$ cat src/sv/rau_pkg.sv
// Package: payload types and operation codes for the rational arithmetic unit.
package rau_pkg;
    localparam int unsigned FieldBits = 32;

    typedef enum logic [2:0] {
        FUNC_ADD = 3'd0,
        FUNC_SUB = 3'd1,
        FUNC_MUL = 3'd2,
        FUNC_DIV = 3'd3,
        FUNC_NEG = 3'd4,
        FUNC_INC = 3'd5,
        FUNC_DEC = 3'd6,
        FUNC_CMP = 3'd7
    } t_func;

    typedef struct packed {
        logic [2:0]                  func;
        logic signed [FieldBits-1:0] a_num;
        logic signed [FieldBits-1:0] a_den;
        logic signed [FieldBits-1:0] b_num;
        logic signed [FieldBits-1:0] b_den;
    } t_in;

    typedef struct packed {
        logic signed [FieldBits-1:0] res_num;
        logic signed [FieldBits-1:0] res_den;
        logic                        a_greater;
        logic                        a_less;
        logic                        fields_equal;
        logic                        a_is_zero;
        logic                        overflow;
    } t_out;
endpackage

$ cat src/sv/rau_divider.sv
// Module: shared iterative signed divider, truncating quotient and remainder.
module rau_divider #(
    parameter int unsigned W = 32
) (
    input  logic                i_clk,
    input  logic                i_rst_n,
    input  logic                i_start,
    input  logic signed [W-1:0] i_x,
    input  logic signed [W-1:0] i_y,
    output logic                o_done,
    output logic signed [W-1:0] o_quo,
    output logic signed [W-1:0] o_rem
);
    localparam int unsigned CW = $clog2(W + 1);

    logic [W-1:0]  r_q;
    logic [W-1:0]  r_r;
    logic [W-1:0]  r_d;
    logic [CW-1:0] r_cnt;
    logic          r_busy;
    logic          r_qneg;
    logic          r_rneg;
    logic          r_done;
    logic [W:0]    w_sh;
    logic [W:0]    w_sub;

    // Restoring shift-subtract, one quotient bit per cycle on magnitudes.
    assign w_sh  = {r_r, r_q[W-1]};
    assign w_sub = w_sh - {1'b0, r_d};

    always_ff @(posedge i_clk) begin
        if (!i_rst_n) begin
            r_busy <= 1'b0;
            r_done <= 1'b0;
            r_cnt  <= '0;
        end else begin
            r_done <= 1'b0;
            if (i_start) begin
                r_busy <= 1'b1;
                r_cnt  <= CW'(W);
                r_q    <= i_x[W-1] ? W'(-i_x) : i_x;
                r_d    <= i_y[W-1] ? W'(-i_y) : i_y;
                r_r    <= '0;
                r_qneg <= i_x[W-1] ^ i_y[W-1];
                r_rneg <= i_x[W-1];
            end else if (r_busy) begin
                if (!w_sub[W]) begin
                    r_r <= w_sub[W-1:0];
                    r_q <= {r_q[W-2:0], 1'b1};
                end else begin
                    r_r <= w_sh[W-1:0];
                    r_q <= {r_q[W-2:0], 1'b0};
                end
                r_cnt <= r_cnt - 1'b1;
                if (r_cnt == CW'(1)) begin
                    r_busy <= 1'b0;
                    r_done <= 1'b1;
                end
            end
        end
    end

    assign o_done = r_done;
    assign o_quo  = r_qneg ? -$signed(r_q) : $signed(r_q);
    assign o_rem  = r_rneg ? -$signed(r_r) : $signed(r_r);
endmodule

$ cat src/sv/rational_arithmetic_unit.sv
// Top level: rational arithmetic unit with Euclid gcd reduction.
//
//  Channel | Direction | Handshake          | Payload
//  --------+-----------+--------------------+------------------
//  input   | in        | i_valid / o_ready  | i_data (t_in)
//  result  | out       | o_valid / i_ready  | o_data (t_out)
//
// One transfer at a time. Products and compare products come from one
// multiplier over steps S_M0 to S_M3; each Euclid remainder and each final
// division uses the shared divider. Worst case about 46 remainder steps plus
// two divisions; inc, dec and compare skip the reduction and the divisions.
// Reset is synchronous, active low, and clears the sequencer.
// A stalled result holds in o_data while the next item is taken and worked;
// that item's result then waits in the sequencer until o_data is free.
module rational_arithmetic_unit #(
    parameter int unsigned WORD_BITS = 32
) (
    input  logic          i_clk,
    input  logic          i_rst_n,
    input  logic          i_valid,
    output logic          o_ready,
    input  rau_pkg::t_in  i_data,
    output logic          o_valid,
    input  logic          i_ready,
    output rau_pkg::t_out o_data
);
    localparam int unsigned W  = WORD_BITS;
    localparam int unsigned FB = rau_pkg::FieldBits;

    typedef enum logic [3:0] {
        S_IDLE, S_M0, S_M1, S_M2, S_M3, S_M4, S_SUM,
        S_GCD, S_GWAIT, S_DN, S_DNW, S_DD, S_DDW, S_OUT
    } t_state;

    t_state              r_state;
    logic [2:0]          r_func;
    logic signed [W-1:0] r_an, r_ad, r_bn, r_bd;
    logic signed [W-1:0] r_p, r_q, r_rn, r_rd;
    logic signed [W-1:0] r_gx, r_gy;
    logic                r_gt, r_lt, r_ovf;
    logic                r_valid;
    rau_pkg::t_out       r_out;

    // Shared multiplier: operands chosen per sequencer step.
    logic signed [W-1:0]   w_ma, w_mb;
    logic signed [2*W-1:0] w_prod;
    logic signed [W-1:0]   w_plo;
    logic                  w_pov;
    logic signed [2*W-1:0] r_lhs;

    logic                d_start, d_done;
    logic signed [W-1:0] d_x, d_y, d_quo, d_rem;

    logic signed [W-1:0] w_an, w_ad, w_bn, w_bd;
    logic signed [W:0]   w_sum;
    logic                w_add;

    assign w_an = i_data.a_num[W-1:0];
    assign w_ad = (i_data.a_den[W-1:0] == '0) ? W'(1) : i_data.a_den[W-1:0];
    assign w_bn = i_data.b_num[W-1:0];
    assign w_bd = (i_data.b_den[W-1:0] == '0) ? W'(1) : i_data.b_den[W-1:0];

    always_comb begin
        case (r_state)
            S_M0:    begin w_ma = r_an; w_mb = r_bd; end
            S_M1:    begin w_ma = r_bn; w_mb = r_ad; end
            S_M2:    begin w_ma = r_ad; w_mb = r_bd; end
            S_M3:    begin w_ma = r_an; w_mb = r_bn; end
            default: begin w_ma = r_an; w_mb = r_bd; end
        endcase
    end
    assign w_prod = w_ma * w_mb;
    assign w_plo  = w_prod[W-1:0];
    assign w_pov  = (2*W)'(w_plo) != w_prod;

    // Add or subtract of the two cross products (a_num and a_den for inc/dec), with exact overflow check.
    assign w_add = (r_func == rau_pkg::FUNC_ADD) || (r_func == rau_pkg::FUNC_INC);
    assign w_sum = w_add ? ((W+1)'(r_p) + (W+1)'(r_q)) : ((W+1)'(r_p) - (W+1)'(r_q));

    assign d_start = (r_state == S_GCD) || (r_state == S_DN) || (r_state == S_DD);
    assign d_x = (r_state == S_DN) ? r_rn : (r_state == S_DD) ? r_rd : r_gx;
    assign d_y = r_gx;

    rau_divider #(.W(W)) u_div (
        .i_clk   (i_clk),
        .i_rst_n (i_rst_n),
        .i_start (d_start && !(r_state == S_GCD && r_gy == W'(-1))),
        .i_x     ((r_state == S_GCD) ? r_gx : d_x),
        .i_y     ((r_state == S_GCD) ? r_gy : d_y),
        .o_done  (d_done),
        .o_quo   (d_quo),
        .o_rem   (d_rem)
    );

    always_ff @(posedge i_clk) begin
        if (!i_rst_n) begin
            r_state <= S_IDLE;
            r_valid <= 1'b0;
        end else begin
            // S_OUT drives r_valid itself when it loads a result.
            if (r_valid && i_ready && (r_state != S_OUT)) r_valid <= 1'b0;
            case (r_state)
                S_IDLE: begin
                    if (i_valid) begin
                        r_func  <= i_data.func;
                        r_an    <= w_an;
                        r_ad    <= w_ad;
                        r_bn    <= w_bn;
                        r_bd    <= w_bd;
                        r_ovf   <= 1'b0;
                        r_state <= S_M0;
                    end
                end
                S_M0: begin
                    r_lhs <= w_prod;
                    r_p   <= w_plo;
                    if (r_func == rau_pkg::FUNC_ADD || r_func == rau_pkg::FUNC_SUB ||
                        r_func == rau_pkg::FUNC_DIV) r_ovf <= w_pov;
                    r_state <= S_M1;
                end
                S_M1: begin
                    // Exact compare on the full products.
                    if ((r_ad[W-1]) == (r_bd[W-1])) begin
                        r_gt <= r_lhs > w_prod;
                        r_lt <= r_lhs < w_prod;
                    end else begin
                        r_gt <= r_lhs < w_prod;
                        r_lt <= r_lhs > w_prod;
                    end
                    r_q <= w_plo;
                    if (r_func == rau_pkg::FUNC_ADD || r_func == rau_pkg::FUNC_SUB ||
                        r_func == rau_pkg::FUNC_DIV) begin
                        if (w_pov) r_ovf <= 1'b1;
                    end
                    r_state <= S_M2;
                end
                S_M2: begin
                    if (r_func == rau_pkg::FUNC_ADD || r_func == rau_pkg::FUNC_SUB ||
                        r_func == rau_pkg::FUNC_MUL) begin
                        r_rd <= (w_plo == '0) ? W'(1) : w_plo;
                        if (w_pov) r_ovf <= 1'b1;
                    end
                    r_state <= S_M3;
                end
                S_M3: begin
                    if (r_func == rau_pkg::FUNC_MUL) begin
                        r_rn <= w_plo;
                        if (w_pov) r_ovf <= 1'b1;
                    end
                    r_state <= S_M4;
                end
                S_M4: begin
                    // Per-operation setup of numerator/denominator.
                    case (r_func)
                        rau_pkg::FUNC_DIV: begin
                            r_rn <= r_p;
                            r_rd <= (r_q == '0) ? W'(1) : r_q;
                        end
                        rau_pkg::FUNC_NEG: begin
                            r_rn <= -r_an;
                            r_rd <= r_ad;
                            if (r_an == {1'b1, {(W-1){1'b0}}}) r_ovf <= 1'b1;
                        end
                        rau_pkg::FUNC_INC, rau_pkg::FUNC_DEC: begin
                            r_p <= r_an;
                            r_q <= r_ad;
                        end
                        default: ;
                    endcase
                    r_state <= S_SUM;
                end
                S_SUM: begin
                    case (r_func)
                        rau_pkg::FUNC_ADD, rau_pkg::FUNC_SUB: begin
                            r_rn <= w_sum[W-1:0];
                            if (w_sum[W] != w_sum[W-1]) r_ovf <= 1'b1;
                            r_gx <= w_sum[W-1:0];
                            r_gy <= r_rd;
                            r_state <= S_GCD;
                        end
                        rau_pkg::FUNC_INC, rau_pkg::FUNC_DEC: begin
                            r_rn <= w_sum[W-1:0];
                            r_rd <= r_ad;
                            if (w_sum[W] != w_sum[W-1]) r_ovf <= 1'b1;
                            r_state <= S_OUT;
                        end
                        rau_pkg::FUNC_CMP: begin
                            r_rn <= r_an;
                            r_rd <= r_ad;
                            r_state <= S_OUT;
                        end
                        default: begin
                            r_gx <= r_rn;
                            r_gy <= r_rd;
                            r_state <= S_GCD;
                        end
                    endcase
                end
                S_GCD: begin
                    // gy is never zero here; remainder by -1 is zero.
                    if (r_gy == W'(-1)) begin
                        r_gx <= r_gy;
                        r_gy <= '0;
                        r_state <= S_DN;
                    end else begin
                        r_state <= S_GWAIT;
                    end
                end
                S_GWAIT: begin
                    if (d_done) begin
                        r_gx <= r_gy;
                        r_gy <= d_rem;
                        r_state <= (d_rem == '0) ? S_DN : S_GCD;
                    end
                end
                S_DN: r_state <= S_DNW;
                S_DNW: begin
                    if (d_done) begin
                        r_rn <= d_quo;
                        if (r_gx == W'(-1) && r_rn == {1'b1, {(W-1){1'b0}}}) r_ovf <= 1'b1;
                        r_state <= S_DD;
                    end
                end
                S_DD: r_state <= S_DDW;
                S_DDW: begin
                    if (d_done) begin
                        r_rd <= d_quo;
                        if (r_gx == W'(-1) && r_rd == {1'b1, {(W-1){1'b0}}}) r_ovf <= 1'b1;
                        r_state <= S_OUT;
                    end
                end
                S_OUT: begin
                    if (!r_valid || i_ready) begin
                        r_out.res_num      <= FB'(r_rn);
                        r_out.res_den      <= FB'(r_rd);
                        r_out.a_greater    <= r_gt;
                        r_out.a_less       <= r_lt;
                        r_out.fields_equal <= (r_an == r_bn) && (r_ad == r_bd);
                        r_out.a_is_zero    <= (r_an == '0);
                        r_out.overflow     <= r_ovf;
                        r_valid <= 1'b1;
                        r_state <= S_IDLE;
                    end
                end
                default: r_state <= S_IDLE;
            endcase
        end
    end

    assign o_ready = (r_state == S_IDLE);
    assign o_valid = r_valid;
    assign o_data  = r_out;

    // A result never claims both orderings.
    a_order: assert property (@(posedge i_clk) disable iff (!i_rst_n)
        o_valid |-> !(o_data.a_greater && o_data.a_less))
        else $error("a_greater and a_less both set");
    // Denominator is never zero.
    a_den: assert property (@(posedge i_clk) disable iff (!i_rst_n)
        o_valid |-> (o_data.res_den != '0))
        else $error("zero result denominator");
    // Compare passes overflow clear.
    a_cmp: assert property (@(posedge i_clk) disable iff (!i_rst_n)
        (r_state == S_OUT && r_func == rau_pkg::FUNC_CMP) |-> !r_ovf)
        else $error("overflow on compare");
    // Divider only finishes while the sequencer waits on it.
    a_div: assert property (@(posedge i_clk) disable iff (!i_rst_n)
        d_done |-> (r_state == S_GWAIT || r_state == S_DNW || r_state == S_DDW))
        else $error("divider done outside wait state");
endmodule
$ cat config.mk
export PLATFORM = sky130hd
export DESIGN_NAME = rational_arithmetic_unit
export DESIGN_NICKNAME = d
export VERILOG_FILES = /design/src/sv/rau_pkg.sv /design/src/sv/rau_divider.sv /design/src/sv/rational_arithmetic_unit.sv
export SDC_FILE = /design/constraint.sdc
export NUM_CORES = 2
export LEC_CHECK = 0
export BUFFER_PORTS_ARGS = -buffer_cell sky130_fd_sc_hd__buf_2
export CAP_MARGIN = 10
export CORE_MARGIN = 3
export CORE_UTILIZATION = 54
export DETAILED_ROUTE_END_ITERATION = 6
export PLACE_DENSITY = 0.71
export SYNTH_ARGS = -nofsm -noshare
export SYNTH_HDL_FRONTEND = slang
export SYNTH_SLANG_ARGS = --single-unit
$ cat constraint.sdc
create_clock -name i_clk -period 18 [get_ports i_clk]
set_input_delay 1.8 -clock i_clk [delete_from_list [all_inputs] [get_ports i_clk]]
set_output_delay 1.8 -clock i_clk [all_outputs]
set_load 0.02 [all_outputs]
Word level (Yosys, flattened, before mapping)
Cells that the tools add are included.
W data, S select, Z words.
Storage, ports and cells
  RAM bits: 0
  word-level logic and storage cells: 226
  output and inout port bits: 71
  bits in latches: 0
  memories kept: 0
  bits in registers: 570
  bits of input ports: 135
  ROM bits: 0
Operators by class
  div/mod/pow operators: 0
  multiplexer cells: 74
  shifts and indexed selects: 0
  bitwise gates (word level): 3
  $mul: 1
  reduce and logical (&&, ||, !) cells: 50
  add/sub/neg operators: 9
  $lt $le $gt $ge: 2
  equality and inequality tests: 53
Operators by type and width (count)
  $mux W32: 24
  $pmux W32 S2: 8
  $pmux W32 S4: 2
  $logic_not A32 Y1: 6
  $pmux W32 S3: 2
  $neg A32 Y32: 5
  $eq A32 B32 Y1 const B: 3
  $eq A32 B1 Y1 const B: 2
  $eq A32 B32 Y1: 2
  $gt A64 B64 Y1: 1
  $lt A64 B64 Y1: 1
  $mul A32 B32 Y64: 1
  $pmux W4 S14: 1
  $add A32 B32 Y33: 1
  $mux W33: 1
  $sub A32 B32 Y33: 1
  $sub A33 B32 Y33: 1
  $ne A1 B32 Y1: 1
  $mux W31: 1
  $ne A2 B2 Y1 const B: 15
  $mux W4: 7
  $mux W1: 25
  $eq A4 B4 Y1 const B: 6
  $eq A4 B3 Y1 const B: 4
  other kinds (34): 71

Logic depth before layout (Yosys ltp)
  depth in word-level cells: 7
  depth in mapped cells: 50
  gate-level depth less buffers: 45

Hierarchy
From an unflattened synthesis, not the netlist that was laid out.
Second synthesis, totals
  cell total of the unflattened synthesis: 7393
  area total of the unflattened synthesis: 69822.0 um2
Modules (own cells, without submodules)
  rational_arithmetic_unit: cells an instance 6438, seq. area each 13883.3 um2, area an instance 61148.6 um2, instances 1
  rau_divider: cells an instance 955, seq. area each 3103.0 um2, area an instance 8673.3 um2, instances 1

Least setup slack after synthesis
No wires, ideal clock.
  path kind: register to register
  from: reg r_state[3]
  to: reg r_gt, data pin
  buffers on the path: 6
  data arrival time: 11.566 ns
  stages on the path, launching flop included: 45
  slack: 6.174 ns
  data required time: 17.740 ns
  setup time: 0.260 ns
  period minus slack after synthesis: 11.826 ns
  cells stage by stage: dfxtp_1 clkbuf_1 clkbuf_1 nor3_1 nor2_1 clkbuf_1 clkbuf_1 nand2_1 and2_1 clkbuf_1 nor2_1 fa_1 fa_1 fa_1 fa_1 inv_1 fa_1 inv_1 (+9 left out) a21oi_1 inv_1 a21oi_1 o21ai_1 nor2_1 inv_1 ha_1 and4_1 nand2_1 or3_1 nor4_1 nand3_1 a31oi_1 a211oi_1 o211a_1 o211ai_1 xor2_1 mux2_2
On the way
  cells in the longest elaborated chain, start to end: 5
  elaborated cells between the ends (all ways): 9
  those cells by class: 1 x mul; 2 x order compare; 3 x eq/ne; 3 x mux
RTL lines
  start, declared: RTL line rational_arithmetic_unit.sv:35  | t_state r_state;
  start signal, assigned: RTL line rational_arithmetic_unit.sv:213  | r_state <= (d_rem == '0) ? S_DN : S_GCD;
  $eq A4 B2 Y1 / $eq A4 B3 Y1 (equally long branches): RTL line rational_arithmetic_unit.sv:64  | case (r_state)
  $pmux W32 S2: RTL line rational_arithmetic_unit.sv:64
  $mul A32 B32 Y64 *: RTL line rational_arithmetic_unit.sv:72  | assign w_prod = w_ma * w_mb;
  net w_prod[53]: RTL line rational_arithmetic_unit.sv:46  | logic signed [2*W-1:0] w_prod;
  $lt A64 B64 Y1 / $gt A64 B64 Y1 (equally long branches): RTL line rational_arithmetic_unit.sv:127, rational_arithmetic_unit.sv:124
  $mux W1 *: RTL line rational_arithmetic_unit.sv:123  | if ((r_ad[W-1]) == (r_bd[W-1])) begin
  end signal, assigned: RTL line rational_arithmetic_unit.sv:124  | r_gt <= r_lhs > w_prod;
  end signal, assigned: RTL line rational_arithmetic_unit.sv:127  | r_gt <= r_lhs < w_prod;
  end, declared: RTL line rational_arithmetic_unit.sv:40  | logic r_gt, r_lt, r_ovf;
Mark *: on every way through the listed nets, which the timed path passes. The rest lies on a longest branch.
A chain may end at the register's enable or synchronous reset.

Worst setup path in the final report
  from: reg r_state[1]
  to: reg r_gt, data pin
The elaborated chain is that of the path after synthesis.

==> out/results.tsv <==
stage	metric	value	unit
run_status	run status	complete, but fails checks	
run_status	failing checks	DRC	
global_route	met1 layer usage reported by global route	0.516	
worst_hold_path	instance count along the most critical hold path	2	
global_route	pin count of the biggest net entering global routing	86	
critical_path	Critical Path Start Type	flip-flop	
yosys	#FFs+latches synth	570	
detailed_routing	detailed-routing iteration count for the pre-antenna-repair pass	7	
global_route	number of global-route vias before repair	58500	
yosys	cell area after synthesis	69900	µm²
detailed_routing	Routed WL	268000	µm
place	Final GP Congestion	1.04	
layout	# fillers	11100	
clocking	Sinks on Clock Net	570	
clocking	number of buffers on the longest clock path	3	
sta	Max Slew Vio Count	0	
critical_path	Crit Path Category	reg -> reg	
detailed_routing	initial detailed-routing violation count	7359	
global_route	global-route wire length before repair	390000	µm
detailed_routing	Routed Antenna Nets	0	
yosys	number of enable flip-flop cells after synthesis	557	
sta	Final Hold Fails	0	
detailed_routing	via count	58100	
global_route	antenna violations before repair	9	
clocking	post-CTS repair timing setup buffer count	0	
critical_path	capturing element of the worst setup path	r_gt	
worst_hold_path	class of the tightest hold or removal check	reg -> reg	
critical_path	most frequent cell on the critical path	sky130_fd_sc_hd__fa_1	
critical_path	Critical R2R Launch	r_state[1]	
sta	Tcrit/Tclk final	0.797	
critical_path	worst r2r dst	r_gt	
clocking	TritonCTS clock tree	yes	
critical_path	required time worst endpoint	18.44	ns
global_route	GR Overflow Total	0	
clocking	clock input transition at the sequential cells of the worst setup and hold paths	0.06	ns
critical_path	CP Capture Type	flip-flop	
floorplan	starting density of the core	0.546	
detailed_routing	Routed wire per std cell	29.1	µm
yosys	Avg Inst Size Synth	9.38	µm²
floorplan	number of cell rows	131	
critical_path	launch point of the critical path	r_state[1]	
sta	Slew headroom	0.0478	
floorplan	Horiz. Die Dim	366	µm
place	Buffers on Ports	205	
yosys	Synth Instances	7452	
clocking	htree depth	3	
detailed_routing	residual DRC count	8	
yosys	synthesized net count	8988	
clocking	Root Buffer	sky130_fd_sc_hd__clkbuf_16	
sta	measured slew at the worst slew-check pin	1.42	ns
sta	number of failing setup endpoints in the final timing report	0	
floorplan	Floorplan Core Area	128000	µm²
floorplan	num ports	206	
critical_path	data arrival time of the worst path	14.78	ns
critical_path	cell with the largest stage delay on the worst path	sky130_fd_sc_hd__dfxtp_2	
layout	layout cells sized above 1	0.0781	
sta	final-layout setup total negative slack	0	ns
global_route	busiest layer in global routing	met2	
critical_path	CP max stage delay	1.09	ns
sta	setup repair after global routing missed its margin	false	
global_route	met3 Track Usage GR	0.137	
global_route	global-route usage over all layers	0.398	
critical_path	maximum fanout count along the critical path	54	
run	max-cap check violation count	0	
clocking	Post-CTS Hold Buffers	0	
floorplan	total die area	134000	µm²
layout	flip-flop count of the largest register, all copies and words added	69	
global_route	global-route met2 utilization	0.578	
yosys	Async S/R FF share, synth	0	
layout	NumNets Final	8978	
layout	synthesis-to-finish area growth	7.92	%
yosys	sequential share of the synthesized area	0.243	
detailed_routing	number of vias per cell after detailed routing	6.30	
sta	Setup Skew	0.0629	ns
critical_path	flop-to-flop setup slack	3.66	ns
clocking	clock latency of the later-clocked register in the worst-skew pair	0.72	ns
place	HPWL Detailed	209000	µm
critical_path	worst r2r path cells	41	
sta	clock period minus worst slack	14.34	ns
floorplan	overall die height	366	µm
clocking	number of gates resized after CTS	0	
sta	worst hold slack	0.509	ns
clocking	Num CTS Buffers	69	
yosys	ys flop type	sky130_fd_sc_hd__edfxtp_1	
sta	highest achievable clock rate	0.0697	GHz
yosys	number of distinct library cells after synthesis	102	
yosys	Warnings, synthesis	0	
## logic make-up (layout without fill, tap and decap cells)
kind of cell,Yosys count,in the layout,synth area share
flops,570,570,0.243
fa+ha+maj,1401,1401,0.367
simple gates,2517,2517,0.157
compound gates,985,985,0.0922
buf+inv,1526,1567,0.0824
xor+xnor,376,376,0.0473
other cells,0,9,0
mux,77,77,0.0111
## area by class of cell
| cell class | count | area, µm² | area share |
|---|---|---|---|
| Antenna cell | 9 | 22.5 | 0.000298 |
| Clock buffer | 81 | 1770 | 0.0235 |
| Clock inverter | 41 | 544 | 0.00721 |
| Inverter | 1079 | 4050 | 0.0537 |
| Multi-Input combinational cell | 5356 | 47600 | 0.631 |
| Sequential cell | 570 | 17000 | 0.225 |
| Tap cell | 1729 | 2160 | 0.0287 |
| Timing Repair Buffer | 366 | 2310 | 0.0306 |
## worst min-delay path by stage
stage	startpoint	end
final	u_div.r_cnt[0]	u_div.r_cnt[0]
after global placement	u_div.r_cnt[0]	u_div.r_cnt[0]
after detailed placement	u_div.r_cnt[0]	u_div.r_cnt[0]
after CTS	u_div.r_cnt[0]	u_div.r_cnt[0]
after global routing	u_div.r_cnt[1]	u_div.r_cnt[1]
after floorplan	r_lt	o_data[3]
## synthesized netlist by cell type (all sizes together), types with 13 or more instances
master  instances  area [µm²]
fa           1084       21700
inv          1079        4050
nand2         958        3600
nor2          924        3470
edfxtp        557       16700
clkbuf        409        1540
ha            317        3970
a21oi         256        1280
o21ai         226        1130
xor2          223        1960
xnor2         153        1350
nor3          142         722
a21o           81         608
nor4           78         509
nand4          75         475
mux2i          74         741
or3            66         418
nand3          59         295
a22oi          52         390
nand2b         46         288
and2           43         269
a31oi          41         257
a221oi         40         363
o221ai         39         342
o31ai          39         298
buf            38         176
nor2b          37         234
o21a           29         218
or4            26         210
a211oi         25         193
and3           18         113
o21bai         18         135
or2            16         100
a221o          15         150
o211ai         14         110
o41ai          14         123
dfxtp          13         260
## worst max-delay path, delay by kind of cell (launching register included)
family / cells / cell delay (ns)
adders and majority gates: 10 / 4.74
and+or+nand+nor: 15 / 4.39
muxes: 1 / 0.36
buffers and inverters: 5 / 0.85
DFF: 1 / 1.09
xor gates and xnor gates: 2 / 0.60
AOI/OAI and AO/OA: 8 / 1.97
## metal layers
layer,vias up,part of all wire
li1,24200,-
met1,28900,0.36
met2,4109,0.42
met3,903,0.14
met4,20,0.072
met5,-,0.0013
## per-stage QoR
stage / worst slack [ns] / instance area, µm² / cells / utilization
6_report: 3.66 / 75500 / 9231 / 0.589
5_1_grt: 2.99 / 75400 / 9222 / 0.589
4_1_cts: 4.11 / 75300 / 9219 / 0.589
3_5_place_dp: 4.16 / 73000 / 9097 / 0.570
3_3_place_gp: 4.47 / 73000 / 9096 / 0.570
2_1_floorplan: 6.17 / 69900 / 7452 / -
## cells in the final DEF (no fill, tap or decap), drive strengths merged, types with 43 or more instances in the layout
master  netlist  routed
a21o         81      81
a21oi       256     256
a22oi        52      52
and2         43      43
buf          38     365
clkbuf      409      82
edfxtp      557     557
fa         1084    1084
ha          317     317
inv        1079    1084
mux2i        74      74
nand2       958     958
nand2b       46      46
nand3        59      59
nand4        75      75
nor2        924     924
nor3        142     142
nor4         78      78
o21ai       226     226
or3          66      66
xnor2       153     153
xor2        223     223
Power is not shown: default switching activity piles up to over one toggle a cycle in this logic, so the estimate is an artifact.
